**src/kvt_pkg.sv**
```systemverilog
`timescale 1ns / 1ps
`default_nettype none
// ----------------------------------------------------------------------------
// kvt_pkg: shared types and codes of the key-value table
// Request and response beats, the contents of one table slot, the control
// word that steers each slot cell, and the request and status codes.
// ----------------------------------------------------------------------------
package kvt_pkg;

	localparam int KVT_ENTRIES = 16;
	localparam int KVT_DW      = 32;

	// Request codes. Code 3 is unused and answers as a miss.
	localparam logic [1:0] OP_INSERT = 2'd0;
	localparam logic [1:0] OP_REMOVE = 2'd1;
	localparam logic [1:0] OP_LOOKUP = 2'd2;

	// Status codes of a response.
	localparam logic [1:0] ST_OK   = 2'd0;
	localparam logic [1:0] ST_MISS = 2'd1;
	localparam logic [1:0] ST_FULL = 2'd2;

	typedef struct packed {
		logic [1:0]               req_type;
		logic signed [KVT_DW-1:0] req_key;
		logic signed [KVT_DW-1:0] req_value;
	} kvt_req_t;

	typedef struct packed {
		logic [1:0]               status;
		logic signed [KVT_DW-1:0] found_value;
	} kvt_rsp_t;

	typedef struct packed {
		logic                     used;
		logic signed [KVT_DW-1:0] key;
		logic signed [KVT_DW-1:0] value;
	} kvt_slot_t;

	// Per-cell control: capture the key compare, shift toward the old end
	// (insert), or pull from the old end (remove at or below this cell).
	typedef struct packed {
		logic load;
		logic ins;
		logic pull;
	} kvt_cell_ctl_t;

endpackage
`default_nettype wire

```
**src/kvt_cell.sv**
```systemverilog
`timescale 1ns / 1ps
`default_nettype none
// ----------------------------------------------------------------------------
// kvt_cell: one slot of the key-value table
// Holds one key, value and valid bit, compares its key against a request,
// and takes its neighbor's contents when the table shifts.
// ----------------------------------------------------------------------------
module kvt_cell
	import kvt_pkg::*;
(
	input  wire logic                     clk,
	input  wire logic                     arst_n,
	input  wire kvt_cell_ctl_t            ctl,
	input  wire logic signed [KVT_DW-1:0] cmp_key,
	input  wire kvt_slot_t                prev_slot,
	input  wire kvt_slot_t                next_slot,
	output kvt_slot_t                     slot,
	output logic                          match_s1
);

	logic                     used_q;
	logic signed [KVT_DW-1:0] key_q;
	logic signed [KVT_DW-1:0] value_q;

	always_ff @(posedge clk or negedge arst_n) begin
		if (!arst_n) begin
			used_q <= 1'b0;
		end else if (ctl.ins) begin
			used_q <= prev_slot.used;
		end else if (ctl.pull) begin
			used_q <= next_slot.used;
		end
	end

	always_ff @(posedge clk) begin
		if (ctl.ins) begin
			key_q   <= prev_slot.key;
			value_q <= prev_slot.value;
		end else if (ctl.pull) begin
			key_q   <= next_slot.key;
			value_q <= next_slot.value;
		end
	end

	// The compare result is taken when a request beat is accepted.
	always_ff @(posedge clk) begin
		if (ctl.load) begin
			match_s1 <= used_q && (key_q == cmp_key);
		end
	end

	assign slot = '{used: used_q, key: key_q, value: value_q};

endmodule
`default_nettype wire

```
**src/key_value_table_unit.sv**
```systemverilog
`timescale 1ns / 1ps
`default_nettype none
// A request's slot compare is registered at accept and its response at commit.
// A new request is accepted only after the previous one commits, since the slot
// compare of the next request must see the table after the previous one's shift.
// A full response register that is not taken holds off further requests.
// Reset clears all slot valid bits and the handshake state; keys and values
// are not reset and are never read before they are written.
// ----------------------------------------------------------------------------
// key_value_table_unit: bounded key-value dictionary with duplicate keys
// A chain of slot cells ordered newest to oldest. Insert shifts the chain one
// place toward the old end; remove closes the gap above the newest match.
// ----------------------------------------------------------------------------
module key_value_table_unit
	import kvt_pkg::*;
#(
	parameter int ENTRIES = KVT_ENTRIES
) (
	input  wire logic     clk,
	input  wire logic     arst_n,
	input  wire logic     req_valid,
	output logic          req_ready,
	input  wire kvt_req_t req,
	output logic          rsp_valid,
	input  wire logic     rsp_ready,
	output kvt_rsp_t      rsp
);

	localparam logic [ENTRIES-1:0] ONE_V = ENTRIES'(1);

	// A request waits in stage 1 from its accept until its commit.
	logic          pend_q;
	kvt_req_t      req_s1;
	logic          accept;
	logic          commit;

	logic          out_valid_q;
	kvt_rsp_t      out_q;
	kvt_rsp_t      rsp_next;

	kvt_slot_t     slots   [ENTRIES];
	kvt_slot_t     prev_v  [ENTRIES];
	kvt_slot_t     next_v  [ENTRIES];
	kvt_cell_ctl_t ctl_v   [ENTRIES];
	logic [ENTRIES-1:0] match_v;
	logic [ENTRIES-1:0] used_v;

	// Newest match isolation: negating the match vector keeps the lowest
	// match and inverts every bit above it, so one wide add gives both the
	// one-hot first hit (AND) and the mask of cells that pull on a remove (OR).
	logic [ENTRIES-1:0] match_neg;
	logic [ENTRIES-1:0] first_hit;
	logic [ENTRIES-1:0] pull_mask;
	logic               any_hit;
	logic               full;
	logic               do_ins;
	logic               do_rem;
	logic signed [KVT_DW-1:0] hit_value;

	assign accept    = req_valid && req_ready;
	assign req_ready = !pend_q;
	assign commit    = pend_q && (!out_valid_q || rsp_ready);

	always_ff @(posedge clk or negedge arst_n) begin
		if (!arst_n) begin
			pend_q <= 1'b0;
		end else if (accept) begin
			pend_q <= 1'b1;
		end else if (commit) begin
			pend_q <= 1'b0;
		end
	end

	always_ff @(posedge clk) begin
		if (accept) begin
			req_s1 <= req;
		end
	end

	assign match_neg = ~match_v + ONE_V;
	assign first_hit = match_v & match_neg;
	assign pull_mask = match_v | match_neg;
	assign any_hit   = |match_v;
	assign full      = used_v[ENTRIES-1];

	assign do_ins = commit && (req_s1.req_type == OP_INSERT) && !full;
	assign do_rem = commit && (req_s1.req_type == OP_REMOVE) && any_hit;

	// Value of the newest matching slot, selected by the one-hot first hit.
	always_comb begin
		hit_value = '0;
		for (int i = 0; i < ENTRIES; i++) begin
			hit_value = hit_value | ({KVT_DW{first_hit[i]}} & slots[i].value);
		end
	end

	// Neighbor wiring. The newest cell takes the request on an insert; the
	// oldest cell pulls an empty slot on a remove.
	always_comb begin
		for (int i = 0; i < ENTRIES; i++) begin
			if (i == 0) begin
				prev_v[i] = '{used: 1'b1, key: req_s1.req_key, value: req_s1.req_value};
			end else begin
				prev_v[i] = slots[i-1];
			end
			if (i == ENTRIES - 1) begin
				next_v[i] = '0;
			end else begin
				next_v[i] = slots[i+1];
			end
			ctl_v[i] = '{load: accept, ins: do_ins, pull: do_rem && pull_mask[i]};
		end
	end

	for (genvar g = 0; g < ENTRIES; g++) begin : g_cell
		kvt_cell u_cell (
			.clk       (clk),
			.arst_n    (arst_n),
			.ctl       (ctl_v[g]),
			.cmp_key   (req.req_key),
			.prev_slot (prev_v[g]),
			.next_slot (next_v[g]),
			.slot      (slots[g]),
			.match_s1  (match_v[g])
		);
		assign used_v[g] = slots[g].used;
	end

	// Response of the committing request.
	always_comb begin
		rsp_next = '{status: ST_MISS, found_value: '0};
		case (req_s1.req_type)
			OP_INSERT: begin
				rsp_next.status = full ? ST_FULL : ST_OK;
			end
			OP_REMOVE: begin
				rsp_next.status = any_hit ? ST_OK : ST_MISS;
			end
			OP_LOOKUP: begin
				if (any_hit) begin
					rsp_next.status      = ST_OK;
					rsp_next.found_value = hit_value;
				end
			end
			default: begin
				rsp_next.status = ST_MISS;
			end
		endcase
	end

	// Output register: a finished beat waits here without blocking accept.
	always_ff @(posedge clk or negedge arst_n) begin
		if (!arst_n) begin
			out_valid_q <= 1'b0;
		end else if (commit) begin
			out_valid_q <= 1'b1;
		end else if (rsp_ready) begin
			out_valid_q <= 1'b0;
		end
	end

	always_ff @(posedge clk) begin
		if (commit) begin
			out_q <= rsp_next;
		end
	end

	assign rsp_valid = out_valid_q;
	assign rsp       = out_q;

	// Used slots always form a contiguous run starting at the newest cell.
	a_used_prefix: assert property (@(posedge clk) disable iff (!arst_n)
		((used_v + ONE_V) & used_v) == '0)
		else $error("slot valid bits are not a contiguous prefix");

	a_first_hit: assert property (@(posedge clk) disable iff (!arst_n)
		pend_q |-> $onehot0(first_hit))
		else $error("more than one newest match selected");

	a_commit_out: assert property (@(posedge clk) disable iff (!arst_n)
		commit |=> rsp_valid && !pend_q)
		else $error("committed request left no response");

	a_full_status: assert property (@(posedge clk) disable iff (!arst_n)
		commit && (req_s1.req_type == OP_INSERT) && full |=> rsp.status == ST_FULL)
		else $error("insert into full table not reported");

	a_zero_value: assert property (@(posedge clk) disable iff (!arst_n)
		rsp_valid && (rsp.status != ST_OK) |-> rsp.found_value == '0)
		else $error("value reported on a failed request");

endmodule
`default_nettype wire
```
**config.mk**
```make
export PLATFORM = sky130hd
export DESIGN_NAME = key_value_table_unit
export DESIGN_NICKNAME = d
export VERILOG_FILES = /design/src/kvt_pkg.sv /design/src/kvt_cell.sv /design/src/key_value_table_unit.sv
export SDC_FILE = /design/constraint.sdc
export NUM_CORES = 2
export LEC_CHECK = 0
export ABC_CLOCK_PERIOD_IN_PS = 5900
export BUFFER_PORTS_ARGS = -buffer_cell sky130_fd_sc_hd__buf_2
export CORE_ASPECT_RATIO = 1.25
export CORE_MARGIN = 3
export CORE_UTILIZATION = 58
export CTS_BUF_LIST = sky130_fd_sc_hd__clkbuf_4
export DETAILED_ROUTE_END_ITERATION = 8
export GPL_ROUTABILITY_DRIVEN = 0
export PLACE_DENSITY_LB_ADDON = 0.05
export SLEW_MARGIN = 20
export SYNTH_ARGS = -nofsm -noshare
export SYNTH_HDL_FRONTEND = slang
export SYNTH_SLANG_ARGS = --single-unit
```
**constraint.sdc**
```tcl
create_clock -name clk -period 5.9 [get_ports clk]
set_input_delay 1.18 -clock clk [delete_from_list [all_inputs] [get_ports clk]]
set_output_delay 1.18 -clock clk [all_outputs]
set_load 0.01 [all_outputs]
```
======== Word-level counts from Yosys, hierarchy flattened ========
Cells that the tools add are included.
storage, ports and cells
  flip-flop bits (word level) ............. 1158
  output and inout bits ................... 36
cells by class
  $add $sub $neg .......................... 1
  equal/unequal tests ..................... 18
  muxes and demuxes ....................... 103
  bitwise gates (word level) .............. 34
  reduce and logical (&&, ||, !) cells .... 63
operators with widths
  cell                   number
  $mux 32                63
  $and 32x32->32         16
  $eq 32x32->1           16
  $or 32x32->32          15
  $logic_and 1x1->1      38
  $mux 1                 37
  $reduce_bool 2->1      18
  $mux 33                1
  $add 16x1->16 const B  1
  $and 16x16->16         1
  $not 16->16            1
  $or 16x16->16          1
  $reduce_or 16->1       1
  $pmux 2 s3             1
  $logic_not 1->1        3
  $eq 2x1->1 const B     1
  $eq 2x2->1 const B     1
  $logic_not 2->1        1
  $mux 2                 1
  $reduce_and 2->1       1
  $logic_or 1x1->1       1

======== Longest topological paths before layout ========
  depth after elaboration ................. 21
  mapped depth ............................ 8
  gate-level depth less buffers ........... 5

======== Cells and area by module ========
Synthesis repeated with hierarchy kept, for this count alone.
unflattened totals
  cell total of the unflattened synthesis .. 3683
  area total of the unflattened synthesis .. 57422.6 µm²
modules (own cells, without submodules)
  module                instances  cells each  area an instance (µm²)  seq. area each (µm²)
  kvt_cell              16         186         3130.5                  1976.9
  key_value_table_unit  1          707         7334.5                  3052.9

======== Worst setup path before layout ========
No wires, ideal clock.
  path kind ............................... input-to-reg
  start point ............................. input rsp_ready
  end point ............................... register g_cell[13].u_cell.used_q
  library setup time ...................... 0.088 ns
  arrival ................................. 6.971 ns
  slack ................................... -1.159 ns
  stages on the path ...................... 5
  path buffers ............................ 1
  cells stage by stage .................... nand2b_1 nand4b_1 clkbuf_1 o21ai_0 mux2_2
between the ends
  cells in the longest elaborated chain, start to end .. 6
  elaborated cells between the ends (all ways) .. 9
RTL lines
  item                                line                         RTL
  start, declared                     key_value_table_unit.sv:25   input wire logic rsp_ready,
  $logic_or 1x1->1 (*)                key_value_table_unit.sv:62   assign commit = pend_q && (!out_valid_q || rsp_ready);
  $logic_and 1x1->1 (*)               key_value_table_unit.sv:62
  $logic_and 1x1->1 (2 in series)     key_value_table_unit.sv:87   assign do_rem = commit && (req_s1.req_type == OP_REMOVE) && any_hit;
  $logic_and 1x1->1                   key_value_table_unit.sv:111  ctl_v[i] = '{load: accept, ins: do_ins, pull: do_rem && pull_mask[i]};
  $reduce_bool 2->1 (no source line)  --
  end signal, assigned                kvt_cell.sv:29               used_q <= prev_slot.used;
  end signal, assigned                kvt_cell.sv:31               used_q <= next_slot.used;
  end, declared                       kvt_cell.sv:21               logic used_q;
Every way passes the cells marked *; elsewhere a longest branch is shown, timed or not.
A chain may end at the register's enable or synchronous reset.

======== Worst setup path in the final report ========
  start point ............................. register g_cell[3].u_cell.match_s1
  end point ............................... register out_q, in the netlist rsp[27], data pin
between the ends
  cells in the longest elaborated chain, start to end .. 17
  elaborated cells between the ends (all ways) .. 31
RTL lines
  item                          line                         RTL
  start, declared               kvt_cell.sv:18               output logic match_s1
  start signal, assigned        kvt_cell.sv:48               match_s1 <= used_q && (key_q == cmp_key);
  $not 16->16                   key_value_table_unit.sv:80   assign match_neg = ~match_v + ONE_V;
  $add 16x1->16                 key_value_table_unit.sv:80
  $and 16x16->16                key_value_table_unit.sv:81   assign first_hit = match_v & match_neg;
  $and 32x32->32                key_value_table_unit.sv:93   hit_value = hit_value | ({KVT_DW{first_hit[i]}} & slots[i].value);
  $or 32x32->32 (13 in series)  key_value_table_unit.sv:93
  end signal, assigned          key_value_table_unit.sv:164  out_q <= rsp_next;
  end, declared                 key_value_table_unit.sv:38   kvt_rsp_t out_q;
Several ways; a longest one is shown, not always the timed one.

==> flow_summary.ini <==
[layout]
areaGrowthSynthToFinish_pct = 9.28
multi_input_area_sq_um = 21300
stdcell_area_sq_um = 62700
nNetsFinal = 6027
drive_above_1_share_pct = 11.4
ff_latch_area_sq_um = 34700
fillers = 8370

[route]
wl_per_cell_um = 24.7
wl_mm = 184
vias = 44600
drt_pre_antenna_iters = 6
drc_errors = 0
ant_nets = 0
routed_via_density = 5.98
initialDrtViolationCount = 5064

[logic_synthesis]
synth_fp_nets = 5908
yosysUniqueCellTypes = 60
netlist_area_sq_um = 57400
ys_async_sr_fraction_pct = 1.55
synthXorXnorAreaFrac_pct = 7.80
synth_mux_area_share_pct = 0.135
syn-instance-count = 5838
synth_edf_count = 1140
yosys_warnings = 0
yosys_most_used_dff = edfxtp_1
synth_compound_area_share_pct = 4.76
synthAdderAreaFrac_pct = 0.0175
synth_top_family_by_area = simple AND/OR/NAND/NOR gates
yosysSeqAreaShare_pct = 60.5
syn_area_per_cell_sq_um = 9.82
yosys_register_bits = 1158
synth_simple_gate_area_share_pct = 24.1

[clock_tree]
cts_sinks = 1158
clock_latency_ps = 1270
h-tree-depth = 5
cts_setup_buffers = 0
clk_pin_slew_ps = 70
cts_inserted_buffers = 312
cts_tree = yes
clockBufferDepth = 4
clock_tree.root_cell = clkbuf_4

[global_route]
grt_pass1_vias = 44800
antenna_found_initial = 5
track_usage_pct = 35.9
grt_pass1_wl_mm = 274
globalRouteOverflowTotal = 0
grt_max_degree = 203

[power_and_ir_drop]
sequentialPowerShare_pct = 50.4
swShare_pct = 35.7
power.total_uw = 27700
power.density_nw_per_um2 = 442
combPwrFrac_pct = 24.4
p_int_uw = 17800
p_sw_uw = 9890
clockPowerShare_pct = 25.1
leakagePower_uw = 0.0248
ir_drop_v = 0.000272

[worst_setup_path]
path_class = flop to flop
worstPathCellList = nor3_1 -> nand3_1 -> o221ai_1 -> a221oi_1 -> a31oi_1
crit_family = simple AND/OR/NAND/NOR gates
cp-startpoint = g_cell[3].u_cell.match_s1$_DFFE_PP_
r2r-start = g_cell[3].u_cell.match_s1$_DFFE_PP_
cp-start-kind = flop
critical_path.slowest_cell = o221ai_1
worstPathRequired_ps = 6970
cp-end-kind = flop
cp_slowest_stage_delay_ps = 1350
critPathMaxFanout = 16
path_buf_inv = 0
worstPathArrival_ps = 5650

[timing]
hold_viol = 0
slew_viol_final = 0
whs_ps = 99.8
period_needed_ps = 4580
clock_skew_ps = 70.9
tightest_slew_ps = 1300
grt_setup_unrepaired = no
fmax_mhz = 218
setup_viol = 0
min_period_over_period_pct = 77.7
max-slew-margin-rel_pct = 13.6

[floorplan]
die_y_um = 358
die_w_um = 287
die-area_sq_um = 103000
rows = 128
initial_core_util_pct = 58.7
io_pins = 106
core_area_sq_um = 97700

[place]
numPortBuffers = 105
dp_hpwl_mm = 124
dpl-instance-area_sq_um = 58900

[run_status]
status = completed

[job]
cap_violations = 0

[min_path]
min_path_type = input pin to flop
hold_start = req[24]
[Yosys cell counts (44+ instances only)]
library cell  number  area, sq um
edfxtp_1        1140        34200
and2_1            66          413
nand4_1          108          676
nand2_1         2971        11200
a21oi_1           44          220
xor2_1            88          771
nor2b_1           48          300
o21ai_0           65          325
xnor2_1          423         3700
a221oi_1          74          648
buf_2             54          270
nor4_1            58          363
clkbuf_1         297         1110
[power by group through the flow]
| stage | clock network [uW] | logic (uW) | registers [uW] |
|---|---|---|---|
| 6_report | 6960 | 6760 | 14000 |
| 5_1_grt | 7510 | 7420 | 14100 |
| 4_1_cts | 7050 | 6700 | 13900 |
| 3_5_place_dp | 0 | 6670 | 14100 |
| 3_3_place_gp | 0 | 6470 | 14100 |
| 2_1_floorplan | 0 | 4520 | 13500 |
[worst paths after layout]
path / endpoint / depth (start not counted) / slack (ps)
max in group asynchronous: g_cell[8].u_cell.used_q$_DFFE_PN0P_ / 2 / 4920
min reg2reg: g_cell[0].u_cell.key_q[12]$_DFFE_PP_ / 2 / 500
max: rsp[27]$_SDFFCE_PN0P_ / 5 / 1320
min: prev_v[999]$_DFFE_PP_ / 1 / 100
max reg2reg: rsp[27]$_SDFFCE_PN0P_ / 5 / 1320
min in group asynchronous: g_cell[14].u_cell.used_q$_DFFE_PN0P_ / 2 / 480
[what timing repair did]
action / CTS / global route
resized for setup: 0 / 0
hold buffers: 1 / 0
endpoints found under the hold margin: 18 / 0
[per-stage QoR]
step                setup slack [ps]  util, %  std cells  TNS [ps]
CTS                             1640     64.1       7448         0
floorplan                       -955        -       5838   -358110
global route                    1540     64.1       7462         0
global placement                1740     60.3       6939         0
detailed placement              1700     60.3       6941         0
finish                          1320     64.2       7463         0
[logic make-up after synthesis]
kind of cell / after synthesis
flip-flops: 1158
AO/OA/AOI/OAI: 373
buffers and inverters: 392
adder cells (fa/ha/maj): 1
multiplexers: 7
AND/OR/NAND/NOR: 3396
XOR/XNOR: 511
[cell usage in the layout, fill, tap and decap left out, types with 14 or more instances in the layout]
cell      count
nand2_1    2964
edfxtp_1   1140
clkbuf_4    463
xnor2_1     423
nand4_1     108
buf_2       105
xor2_1       88
a221oi_1     74
and2_1       65
buf_4        64
nor4_1       58
o21ai_0      54
nor2b_1      45
a21oi_1      44
a22oi_1      40
clkinv_1     36
a31oi_1      35
nor2_1       33
nor3_1       28
nand3b_1     22
nand3_1      19
dfrtp_1      18
o221ai_1     17
a22o_1       16
a21o_1       15
diode_2      14
a32o_1       14
[flip-flops by register name (all words and copies together) (netlist names)]
signal	cells
g_cell.u_cell.used_q	16
rsp	34
req_s1	2
g_cell.u_cell.value_q	512
pend_q	1
g_cell.u_cell.key_q	512
prev_v	64
rsp_valid	1
g_cell.u_cell.match_s1	16
[final cells by class]
type	instances	area share, %
antenna	14	0.0559
clock buffer	462	5.53
clock inverter	44	0.313
inverter	13	0.0779
multi-input combinational	4288	34.0
sequential	1158	55.3
tap	1300	2.60
timing repair buffer	184	2.05
[routing by layer]
metal | vias to the layer above | global-route usage, % | wire length [um]
met5 | - | 0 | 23
met2 | 2167 | 60.0 | 90500
met4 | 4 | 27.4 | 16200
met1 | 21800 | 40.7 | 64000
li1 | 20100 | - | -
met3 | 567 | 7.02 | 13500
Note: power is estimated with default switching activity, not from simulation.
